===== config.mk =====
export PLATFORM = sky130hd
export DESIGN_NAME = six_channel_encoder_counter
export DESIGN_NICKNAME = d
export VERILOG_FILES = /design/src/rtl/sccnt_pkg.sv /design/src/rtl/sccnt_channel.sv /design/src/rtl/six_channel_encoder_counter.sv
export SDC_FILE = /design/constraint.sdc
export NUM_CORES = 1
export LEC_CHECK = 0
export BUFFER_PORTS_ARGS = -buffer_cell sky130_fd_sc_hd__buf_2
export CORE_MARGIN = 2
export CORE_UTILIZATION = 40
export DETAILED_ROUTE_END_ITERATION = 8
export PLACE_DENSITY = 0.57
export REMOVE_ABC_BUFFERS = 1
export SKIP_LAST_GASP = 1
export SLEW_MARGIN = 10
export SYNTH_ARGS = -nofsm -noshare
export SYNTH_HDL_FRONTEND = slang
export SYNTH_SLANG_ARGS = --single-unit
export TNS_END_PERCENT = 30

===== constraint.sdc =====
create_clock -name clk_i -period 2.4 [get_ports clk_i]
set_input_delay 0.24 -clock clk_i [delete_from_list [all_inputs] [get_ports clk_i]]
set_output_delay 0.24 -clock clk_i [all_outputs]
set_load 0.05 [all_outputs]

===== src/rtl/sccnt_pkg.sv =====
// Shared constants, item types and control struct of the encoder counter
`default_nettype none

package sccnt_pkg;

  localparam int CHANNELS       = 6;
  localparam int COUNT_BITS     = 32;
  localparam int LEVEL_BITS     = 6;
  localparam int SLOT_BITS      = 3;
  localparam int MODE_BITS      = 2;
  localparam int OUT_COUNT_BITS = 32;

  // Only channels that have pins can be read; the rest read zero
  localparam int READ_LIMIT = (CHANNELS < LEVEL_BITS) ? CHANNELS : LEVEL_BITS;

  // Count mode codes; the unused code behaves as disabled
  localparam logic [MODE_BITS-1:0] MODE_QUAD = 2'd0;
  localparam logic [MODE_BITS-1:0] MODE_EDGE = 2'd1;
  localparam logic [MODE_BITS-1:0] MODE_OFF  = 2'd2;

  // Operation codes
  localparam logic OP_SAMPLE = 1'b0;
  localparam logic OP_READ   = 1'b1;

  typedef struct packed {
    logic                  operation;
    logic [LEVEL_BITS-1:0] a_levels;
    logic [LEVEL_BITS-1:0] b_levels;
    logic [SLOT_BITS-1:0]  read_slot;
  } in_item_t;

  typedef struct packed {
    logic [OUT_COUNT_BITS-1:0] slot_count;
    logic [SLOT_BITS-1:0]      slot_echo;
  } out_item_t;

  // Per-channel update controls from the sample stage
  typedef struct packed {
    logic                 update;
    logic                 a_prev;
    logic                 a_now;
    logic                 b_now;
    logic [MODE_BITS-1:0] mode;
  } chan_ctrl_t;

endpackage

`default_nettype wire


===== src/rtl/sccnt_channel.sv =====
// One encoder channel: edge detect on A and its wrapping position count
`default_nettype none

module sccnt_channel (
  input  logic                              clk_i,
  input  logic                              rst_ni,
  input  sccnt_pkg::chan_ctrl_t             ctrl_i,
  output logic [sccnt_pkg::COUNT_BITS-1:0]  count_o
);

  logic [sccnt_pkg::COUNT_BITS-1:0] count_d, count_q;
  logic                             a_edge;

  assign a_edge = ctrl_i.a_prev ^ ctrl_i.a_now;

  // Next count on an A edge of a sample: 1x quadrature steps up/down, edge mode always up, other modes hold
  always_comb begin
    count_d = count_q;
    if (ctrl_i.update && a_edge) begin
      unique case (ctrl_i.mode)
        sccnt_pkg::MODE_QUAD: begin
          // rising with B high or falling with B low counts up
          if (ctrl_i.a_now == ctrl_i.b_now) begin
            count_d = count_q + sccnt_pkg::COUNT_BITS'(1);
          end else begin
            count_d = count_q - sccnt_pkg::COUNT_BITS'(1);
          end
        end
        sccnt_pkg::MODE_EDGE: count_d = count_q + sccnt_pkg::COUNT_BITS'(1);
        default:              count_d = count_q;
      endcase
    end
  end

  always_ff @(posedge clk_i or negedge rst_ni) begin
    if (!rst_ni) begin
      count_q <= '0;
    end else begin
      count_q <= count_d;
    end
  end

  assign count_o = count_q;

endmodule

`default_nettype wire


===== src/rtl/six_channel_encoder_counter.sv =====
// Top level of the six-channel encoder counter: item stages, mode register, read mux
// Usage:
//   Input channel in_valid_i/in_ready_o/in_item_i carries one item: a pin
//   sample (A and B levels of all six channels) or a read of one channel.
//   A sample updates the counts and gives no result; a read gives one
//   result item on out_valid_o/out_ready_i/out_item_o with the count and
//   the slot it answers (slots 6 and 7 read zero).
//   cfg_we_i writes cfg_wdata_i into the count mode register at once:
//   0 quadrature 1x, 1 every A edge, 2 or 3 disabled.
// Timing:
//   One item per cycle unless a read waits on a full output. An item is
//   held in the input register and processed from there; a read result
//   then goes to the output register and onto out_valid_o. Items are
//   handled in order, so a read sees every sample accepted before it.
//   When the receiver stalls, a pending result holds in the output
//   register; samples keep flowing, and a read waits in the input
//   register, which then drops in_ready_o.
// Reset:
//   rst_ni clears counts, the previous A levels (first sample compares
//   against all low), the mode (quadrature) and both valid flags.
`default_nettype none

module six_channel_encoder_counter (
  input  logic                             clk_i,
  input  logic                             rst_ni,
  input  logic                             cfg_we_i,
  input  logic [sccnt_pkg::MODE_BITS-1:0]  cfg_wdata_i,
  input  logic                             in_valid_i,
  output logic                             in_ready_o,
  input  sccnt_pkg::in_item_t              in_item_i,
  output logic                             out_valid_o,
  input  logic                             out_ready_i,
  output sccnt_pkg::out_item_t             out_item_o
);

  logic [sccnt_pkg::MODE_BITS-1:0]  mode_q;
  logic                             in_valid_q;
  sccnt_pkg::in_item_t              in_item_q;
  logic                             out_valid_q;
  sccnt_pkg::out_item_t             out_item_q;
  logic [sccnt_pkg::LEVEL_BITS-1:0] prev_a_q;

  logic                             out_free;
  logic                             advance;
  logic                             is_read;
  logic                             do_sample;
  logic                             slot_ok;
  logic [sccnt_pkg::COUNT_BITS-1:0] counts [sccnt_pkg::CHANNELS];
  logic [sccnt_pkg::COUNT_BITS-1:0] rd_count;

  // Handshake: the staged item moves on unless a read meets a full output
  assign out_free   = !out_valid_q || out_ready_i;
  assign is_read    = (in_item_q.operation == sccnt_pkg::OP_READ);
  assign advance    = in_valid_q && (!is_read || out_free);
  assign do_sample  = advance && !is_read;
  assign in_ready_o = !in_valid_q || advance;

  // Mode register
  always_ff @(posedge clk_i or negedge rst_ni) begin
    if (!rst_ni) begin
      mode_q <= sccnt_pkg::MODE_QUAD;
    end else if (cfg_we_i) begin
      mode_q <= cfg_wdata_i;
    end
  end

  // Input register
  always_ff @(posedge clk_i or negedge rst_ni) begin
    if (!rst_ni) begin
      in_valid_q <= 1'b0;
    end else if (in_ready_o) begin
      in_valid_q <= in_valid_i;
    end
  end

  always_ff @(posedge clk_i) begin
    if (in_ready_o && in_valid_i) begin
      in_item_q <= in_item_i;
    end
  end

  // Previous A levels, updated by every sample in any mode
  always_ff @(posedge clk_i or negedge rst_ni) begin
    if (!rst_ni) begin
      prev_a_q <= '0;
    end else if (do_sample) begin
      prev_a_q <= in_item_q.a_levels;
    end
  end

  // Channel counters; channels without pins see constant low levels
  for (genvar ch = 0; ch < sccnt_pkg::CHANNELS; ch++) begin : g_chan
    sccnt_pkg::chan_ctrl_t ctrl;

    if (ch < sccnt_pkg::LEVEL_BITS) begin : g_pins
      assign ctrl.a_prev = prev_a_q[ch];
      assign ctrl.a_now  = in_item_q.a_levels[ch];
      assign ctrl.b_now  = in_item_q.b_levels[ch];
    end else begin : g_nopins
      assign ctrl.a_prev = 1'b0;
      assign ctrl.a_now  = 1'b0;
      assign ctrl.b_now  = 1'b0;
    end
    assign ctrl.update = do_sample;
    assign ctrl.mode   = mode_q;

    sccnt_channel u_chan (
      .clk_i   (clk_i),
      .rst_ni  (rst_ni),
      .ctrl_i  (ctrl),
      .count_o (counts[ch])
    );
  end

  // Read mux: slots without a channel read zero
  assign slot_ok = ({1'b0, in_item_q.read_slot} <
                    (sccnt_pkg::SLOT_BITS + 1)'(sccnt_pkg::READ_LIMIT));

  always_comb begin
    rd_count = '0;
    for (int i = 0; i < sccnt_pkg::CHANNELS; i++) begin
      if (slot_ok && (in_item_q.read_slot == sccnt_pkg::SLOT_BITS'(i))) begin
        rd_count = counts[i];
      end
    end
  end

  // Output register
  always_ff @(posedge clk_i or negedge rst_ni) begin
    if (!rst_ni) begin
      out_valid_q <= 1'b0;
    end else if (out_free) begin
      out_valid_q <= advance && is_read;
    end
  end

  always_ff @(posedge clk_i) begin
    if (advance && is_read) begin
      out_item_q.slot_count <= sccnt_pkg::OUT_COUNT_BITS'(rd_count);
      out_item_q.slot_echo  <= in_item_q.read_slot;
    end
  end

  assign out_valid_o = out_valid_q;
  assign out_item_o  = out_item_q;

endmodule

`default_nettype wire


==> flow_metrics.env, run 1 <==
export IMPL_die_h_um=202.2
export IMPL_synth_common_cells="dfrtp_1, nand2_1, xor2_1"
export IMPL_r2r_start="in_item_q[1]"
export IMPL_synth_distinct_cells=82
export IMPL_critPathBufInv=1
export IMPL_synth_avg_cell_area_um2=9.647
export IMPL_clkLatencyLatePin_ns=0.57
export IMPL_yosysTopAreaCellShare_pct=32.19
export IMPL_rr_worst_depth=4
export IMPL_worst_ep_arrival_time_ns=2.74
export IMPL_fin_crit_ns=2.399
export IMPL_reg2reg_to="out_item_o[11]"
export IMPL_tritoncts="built"
export IMPL_ys_flop_type="dfrtp_1"
export IMPL_fmax_ghz=0.4169
export IMPL_crit_family="simple AND/OR/NAND/NOR gates"
export IMPL_grt_pass1_vias=13420
export IMPL_holdWs_ns=0.2191
export IMPL_synth_area_top_cells="dfrtp_1, edfxtp_1, xor2_1, xnor2_1, nand4_1"
export IMPL_slowest_stage="nor3b_2"
export IMPL_critPathRequiredTime_ns=2.75
export IMPL_peakVddDrop_mv=0.6012
export IMPL_drc=0
export IMPL_antenna_found_initial=0
export IMPL_rsz0062_at_grt="true"
export IMPL_drv_cap=0
export IMPL_syn_area_mm2=0.01571
export IMPL_slew_viol_final=0
export IMPL_dieArea_mm2=0.04086
export IMPL_hp_class="primary input to async pin"
export IMPL_setup_viol=0
export IMPL_syn_inst=1628
export IMPL_final_nets=1848
export IMPL_setup_tns_ns=0
export IMPL_grt_pass1_wl_um=78870
export IMPL_crit_cells=4
export IMPL_clock_path_buffers=3
export IMPL_port_buffers=59
export IMPL_htreeDepth=1
export IMPL_n_antenna_cell=0
export IMPL_grt_overflow_total=0
export IMPL_dpl_cell_count=2274
export IMPL_power_uw=19920
export IMPL_async_flop_share_pct=79.84
export IMPL_track_usage_pct=24.41
export IMPL_crit_chain="nor3b_2, buf_4, nand2_1, o221ai_1"
export IMPL_wirelength_um=49570
export IMPL_power_density_mw_per_mm2=1052
export IMPL_wl_per_cell_um=21.06
export IMPL_status="complete, no violations"
export IMPL_detail_route_antenna_nets=0
export IMPL_start_kind="flop"
export IMPL_yosys_area_top_type="dfrtp_1"
export IMPL_ios=60
export IMPL_p_leak_uw=0.007967
export IMPL_fin_skew_ns=0.008819
export IMPL_cp_max_fo=12
export IMPL_tightest_slew_ns=1.091
export IMPL_crit_path_max_incr_delay_ns=0.96
export IMPL_yosysWarnings=0
export IMPL_firstDrtPassIters=6
export IMPL_dpl_hpwl_um=36930
export IMPL_vias=13990
export IMPL_initial_core_util_pct=40.54
export IMPL_row_count=72
export IMPL_path_clk_slew_ns=0.06
export IMPL_relSlewSlack_pct=26.98
export IMPL_worstSetupEndpoint="out_item_o[11]"
export IMPL_ys_ff_latch=253
export IMPL_core_area_mm2=0.03874
export IMPL_startpoint="in_item_q[1]"
export IMPL_grt_max_degree=61
export IMPL_hold_violations=0
export IMPL_areaGrowthSynthToFinish_pct=20.50
export IMPL_finalNonFillerCells=2354
export IMPL_endpoint_kind="flop"
export IMPL_cts_sinks=253
export IMPL_synth_most_common_cell="dfrtp_1"
export IMPL_via_per_inst=5.944
export IMPL_drive_above_1_share_pct=21.35
export IMPL_cts_inserted_buffers=31
export IMPL_reg2reg_setup_slack_ns=0.001
export IMPL_finalWeightedCongestion=0.9211
export IMPL_synth_seq_area_share_pct=41.94
export IMPL_die_w_um=202.2
export IMPL_synth_edff_count=51
export IMPL_drt_iter0_drc=1340
export IMPL_crit_type="flop to flop"
export IMPL_fin_crit_sh_pct=99.95
export IMPL_clockRootBuffer="clkbuf_16"
export IMPL_fin_util_pct=48.85
-- how the worst min path moves through the flow --
stage,slack [ns],end
CTS,0.24,prev_a_q[3]
global route,0.25,prev_a_q[3]
detailed placement,0.29,prev_a_q[3]
floorplan,-0.06,g_chan[0].u_chan.count_o[0]
finish,0.22,prev_a_q[3]
global placement,0.29,g_chan[3].u_chan.count_o[2]
-- worst reg2reg max path, stage by stage, from the launching register on --
cell and delay, ns:
edfxtp_1 0.66, nor3b_2 0.96, buf_4 0.34, nand2_1 0.07, o221ai_1 0.14
-- placed cells by master, fill, tap and decap left out, types with 8 or more instances in the layout --
cell           count
and4_1            16
o221ai_1          23
or2_2             11
xor2_1           113
buf_2             58
buf_4            193
clkbuf_16         31
ha_1              12
or3_1             34
nand3_1           71
and2_1             8
xnor2_1           97
nand4_1           82
mux4_2            10
edfxtp_1          51
a22oi_1           33
and3_1            41
dfrtp_1          202
clkbuf_1          11
clkinv_2           8
o21ai_0           35
mux2i_1           34
nor4_1            56
o22ai_1           24
a21oi_1           50
a32oi_1           32
nor3_1            55
o32ai_1           24
mux2_2            26
nor2_1            76
nand2b_1          10
or4_1             25
inv_1             31
dlygate4sd3_1     23
nand2_1          114
-- where the power goes --
| group | switching (uW) | leakage [uW] | internal (uW) |
|---|---|---|---|
| registers | 1460 | 0.00316 | 5690 |
| logic | 4780 | 0.00434 | 3580 |
| clock network | 1860 | 0.000469 | 2550 |
-- cell type report --
cell class | instances | area [um2]
clock buffers | 48 | 899.6
clock inverters | 8 | 40.04
fillers | 3706 | 19810
inverters | 31 | 116.4
multi-input cells | 1214 | 8511
flip-flops and latches | 253 | 6586
well taps | 518 | 648.1
repair buffers | 282 | 2123
-- state kept, by name (all words and copies together), names as in the netlist --
signal and flops:
is_read 1, prev_a_q 6, out_item_o 35, mode_q 2, g_chan.u_chan.count_o 192, in_valid_q 1
g_chan.ctrl 12, in_item_q 3, out_valid_o 1
-- timing repair --
item,in CTS,in global routing
setup endpoints to repair,2,40
hold buffers,23,0
buffers inserted,0,1
endpoints found under the hold margin,75,0
gates resized for setup,1,7
pin swaps,0,1
cloned,0,0
-- metrics by stage --
stage | setup WS (ns) | area, um2
global route | -0.03908 | 18920
finish | 0.001142 | 18920
detailed placement | 0.007743 | 17710
global placement | -0.02241 | 17710
CTS | 0.01904 | 18880
floorplan | -1.109 | 15160
-- per-layer routing --
layer	share of wire [%]	vias up	GRT usage [%]
met5	0	-	0
met4	3.4	0	8.811
met2	42	535	34.68
met1	48	6844	37.41
li1	-	6523	-
met3	7.1	91	3.596
-- cells by family after synthesis --
family	share of synthesized area, %
adder cells (fa/ha/maj)	0.9560
buffers and inverters	4.199
XOR/XNOR	11.71
AND/OR/NAND/NOR	23.37
multiplexers	5.465
AO/OA/AOI/OAI	12.36
flip-flops	41.94
Note: power is estimated with default switching activity, not from simulation.
==> run 2, diff against run 1 <==
--- a/config.mk
+++ b/config.mk
@@ -6,6 +6,7 @@
 export NUM_CORES = 1
 export LEC_CHECK = 0
 export BUFFER_PORTS_ARGS = -buffer_cell sky130_fd_sc_hd__buf_2
+export CAP_MARGIN = 5
 export CORE_MARGIN = 2
 export CORE_UTILIZATION = 40
 export DETAILED_ROUTE_END_ITERATION = 8
@@ -15,5 +16,6 @@
 export SLEW_MARGIN = 10
 export SYNTH_ARGS = -nofsm -noshare
 export SYNTH_HDL_FRONTEND = slang
+export SYNTH_HIERARCHICAL = 1
 export SYNTH_SLANG_ARGS = --single-unit
 export TNS_END_PERCENT = 30
==> run 2 against run 1 <==
Effect of this change:
- sequential cell count stayed put
- via count is 11% higher
- core utilization is 1.2 points lower
- clock power is 17% higher
- fmax is 7.5% higher
- cell count is 8.3% higher
- register-to-register slack better by 0.17 ns
- first-iteration DRC count is 2.7% higher
==> flow_metrics.env, run 2 <==
export IMPL_status="complete, no violations"
export IMPL_die_h_um=213.0
export IMPL_drt_iter0_drc=1376
export IMPL_grt_max_degree=66
export IMPL_fmax_ghz=0.4481
export IMPL_largest_reg_flops=192
export IMPL_setup_tns_ns=0
export IMPL_crit_type="flop to flop"
export IMPL_synth_edff_count=51
export IMPL_core_area_mm2=0.04308
export IMPL_via_per_inst=6.084
export IMPL_htreeDepth=1
export IMPL_setup_viol=0
export IMPL_antenna_found_initial=0
export IMPL_power_density_mw_per_mm2=1075
export IMPL_peakVddDrop_mv=0.5757
export IMPL_layout_commonest_cell="dfrtp_1"
export IMPL_dieArea_mm2=0.04537
export IMPL_path_clk_slew_ns=0.06
export IMPL_synth_area_top_cells="dfrtp_1, edfxtp_1, xnor2_1, xor2_1, o32ai_2"
export IMPL_critPathRequiredTime_ns=2.91
export IMPL_yosysTopAreaCellShare_pct=28.93
export IMPL_detail_route_antenna_nets=0
export IMPL_drive_above_1_share_pct=22.70
export IMPL_cts_sinks=253
export IMPL_tightest_slew_ns=0.6325
export IMPL_areaGrowthSynthToFinish_pct=17.57
export IMPL_vias=15520
export IMPL_drc=0
export IMPL_slew_viol_final=0
export IMPL_rsz0062_at_grt="true"
export IMPL_dpl_hpwl_um=42900
export IMPL_fin_util_pct=47.69
export IMPL_p_leak_uw=0.008025
export IMPL_synth_seq_area_share_pct=37.69
export IMPL_cts_inserted_buffers=31
export IMPL_yosysWarnings=6
export IMPL_worst_ep_arrival_time_ns=2.74
export IMPL_grt_pass1_vias=14780
export IMPL_firstDrtPassIters=5
export IMPL_final_cell_mix="dfrtp_1, buf_4, nand2_1"
export IMPL_n_fill_cell=4041
export IMPL_drv_cap=0
export IMPL_post_route_cell_area_mm2=0.02054
export IMPL_grt_pass1_wl_um=88750
export IMPL_cp_max_fo=7
export IMPL_ys_ff_latch=253
export IMPL_grt_overflow_total=0
export IMPL_dp_slack_ns=0.03096
export IMPL_clock_path_buffers=3
export IMPL_synth_most_common_cell="dfrtp_1"
export IMPL_seqCellArea_mm2=0.006586
export IMPL_hp_class="primary input to async pin"
export IMPL_multiInputGateArea_mm2=0.01016
export IMPL_fin_skew_ns=0.01705
export IMPL_synth_distinct_cells=79
export IMPL_synth_avg_cell_area_um2=9.872
export IMPL_place_area_mm2=0.01918
export IMPL_relSlewSlack_pct=57.70
export IMPL_fin_crit_sh_pct=92.98
export IMPL_initial_core_util_pct=40.56
export IMPL_endpoint_kind="flop"
export IMPL_fin_ws_ns=0.1686
export IMPL_async_flop_share_pct=79.84
export IMPL_clockRootBuffer="clkbuf_16"
export IMPL_start_kind="flop"
export IMPL_ios=60
export IMPL_hold_violations=0
export IMPL_port_buffers=59
export IMPL_wirelength_um=57370
export IMPL_fin_crit_ns=2.231
export IMPL_track_usage_pct=25.36
export IMPL_ys_flop_type="dfrtp_1"
export IMPL_syn_inst=1770
export IMPL_power_uw=22080
export IMPL_tritoncts="built"
export IMPL_final_nets=1976
export IMPL_syn_area_mm2=0.01747
export IMPL_row_count=76
export IMPL_synth_common_cells="dfrtp_1, nand2_1, xnor2_1"
export IMPL_die_w_um=213.0
export IMPL_wl_per_cell_um=22.50
export IMPL_clkLatencyLatePin_ns=0.58
export IMPL_n_antenna_cell=0
export IMPL_yosys_area_top_type="dfrtp_1"
export IMPL_finalWeightedCongestion=0.9263
-- run 2: critical path: stages (launching register included) --
cell,delay (ns)
dfrtp_1,0.38
or4_4,0.55
or2_0,0.35
or4b_1,0.54
o32ai_1,0.17
xor2_1,0.17
-- run 2: repair_timing --
action	CTS	global route
setup buffers	0	0
hold buffers	23	0
endpoints found under the setup margin	0	9
endpoints found under the hold margin	129	0
resized for setup	0	3
-- run 2: per-layer routing --
metal | share of wire [%] | wire length (um) | vias up | global-route usage (%)
met5 | 0 | 0 | - | 0
met4 | 3.4 | 1944 | 0 | 8.271
met3 | 6.1 | 3517 | 96 | 3.192
met2 | 45 | 26040 | 604 | 40.07
met1 | 45 | 25870 | 7715 | 35.96
li1 | - | - | 7100 | -
-- run 2: where the power goes --
part / switching, uW / internal, uW
sequential: 2460 / 5640
clock: 1920 / 3210
combinational: 5240 / 3610
-- run 2: final cells by class --
type	instances	share of cell area, %
Multi-Input combinational cell	1381	49.48
Sequential cell	253	32.06
Timing Repair Buffer	231	8.661
Clock buffer	43	4.337
Tap cell	585	3.563
Clock inverter	14	1.096
Inverter	43	0.7979
-- run 2: final timing paths --
path / start / endpoint / slack [ns] / cells past startpoint
setup / recovery: g_chan[5].u_chan/count_o[16] / g_chan[5].u_chan/count_o[25] / 0.17 / 5
hold / removal: rst_ni / g_chan[0].u_chan/count_o[5] / 0.18 / 2
setup reg to reg: g_chan[5].u_chan/count_o[16] / g_chan[5].u_chan/count_o[25] / 0.17 / 5
hold reg to reg: g_chan[5].u_chan/count_o[31] / g_chan[5].u_chan/count_o[31] / 0.48 / 1
max in group asynchronous: rst_ni / g_chan[3].u_chan/count_o[4] / 1.49 / 3
min in group clk_i: in_item_i[6] / g_chan[3].ctrl[2] / 0.36 / 2
-- run 2: through the flow --
stage / hold WS, ns / instances
3_3_place_gp: 0.1922 / 2470
2_1_floorplan: -0.05559 / 1677
3_5_place_dp: 0.1964 / 2470
4_1_cts: 0.1814 / 2550
5_1_grt: 0.2153 / 2550
6_report: 0.1812 / 2550
-- run 2: kinds of logic (layout without fill, tap and decap cells) --
group | count (synthesis) | after routing | synth area share (%)
simple gates | 772 | 772 | 26.97
compound gates | 349 | 349 | 16.96
flops | 253 | 253 | 37.69
xor+xnor | 206 | 206 | 10.54
buf+inv | 136 | 331 | 4.289
mux | 42 | 42 | 2.692
fa+ha+maj | 12 | 12 | 0.8593
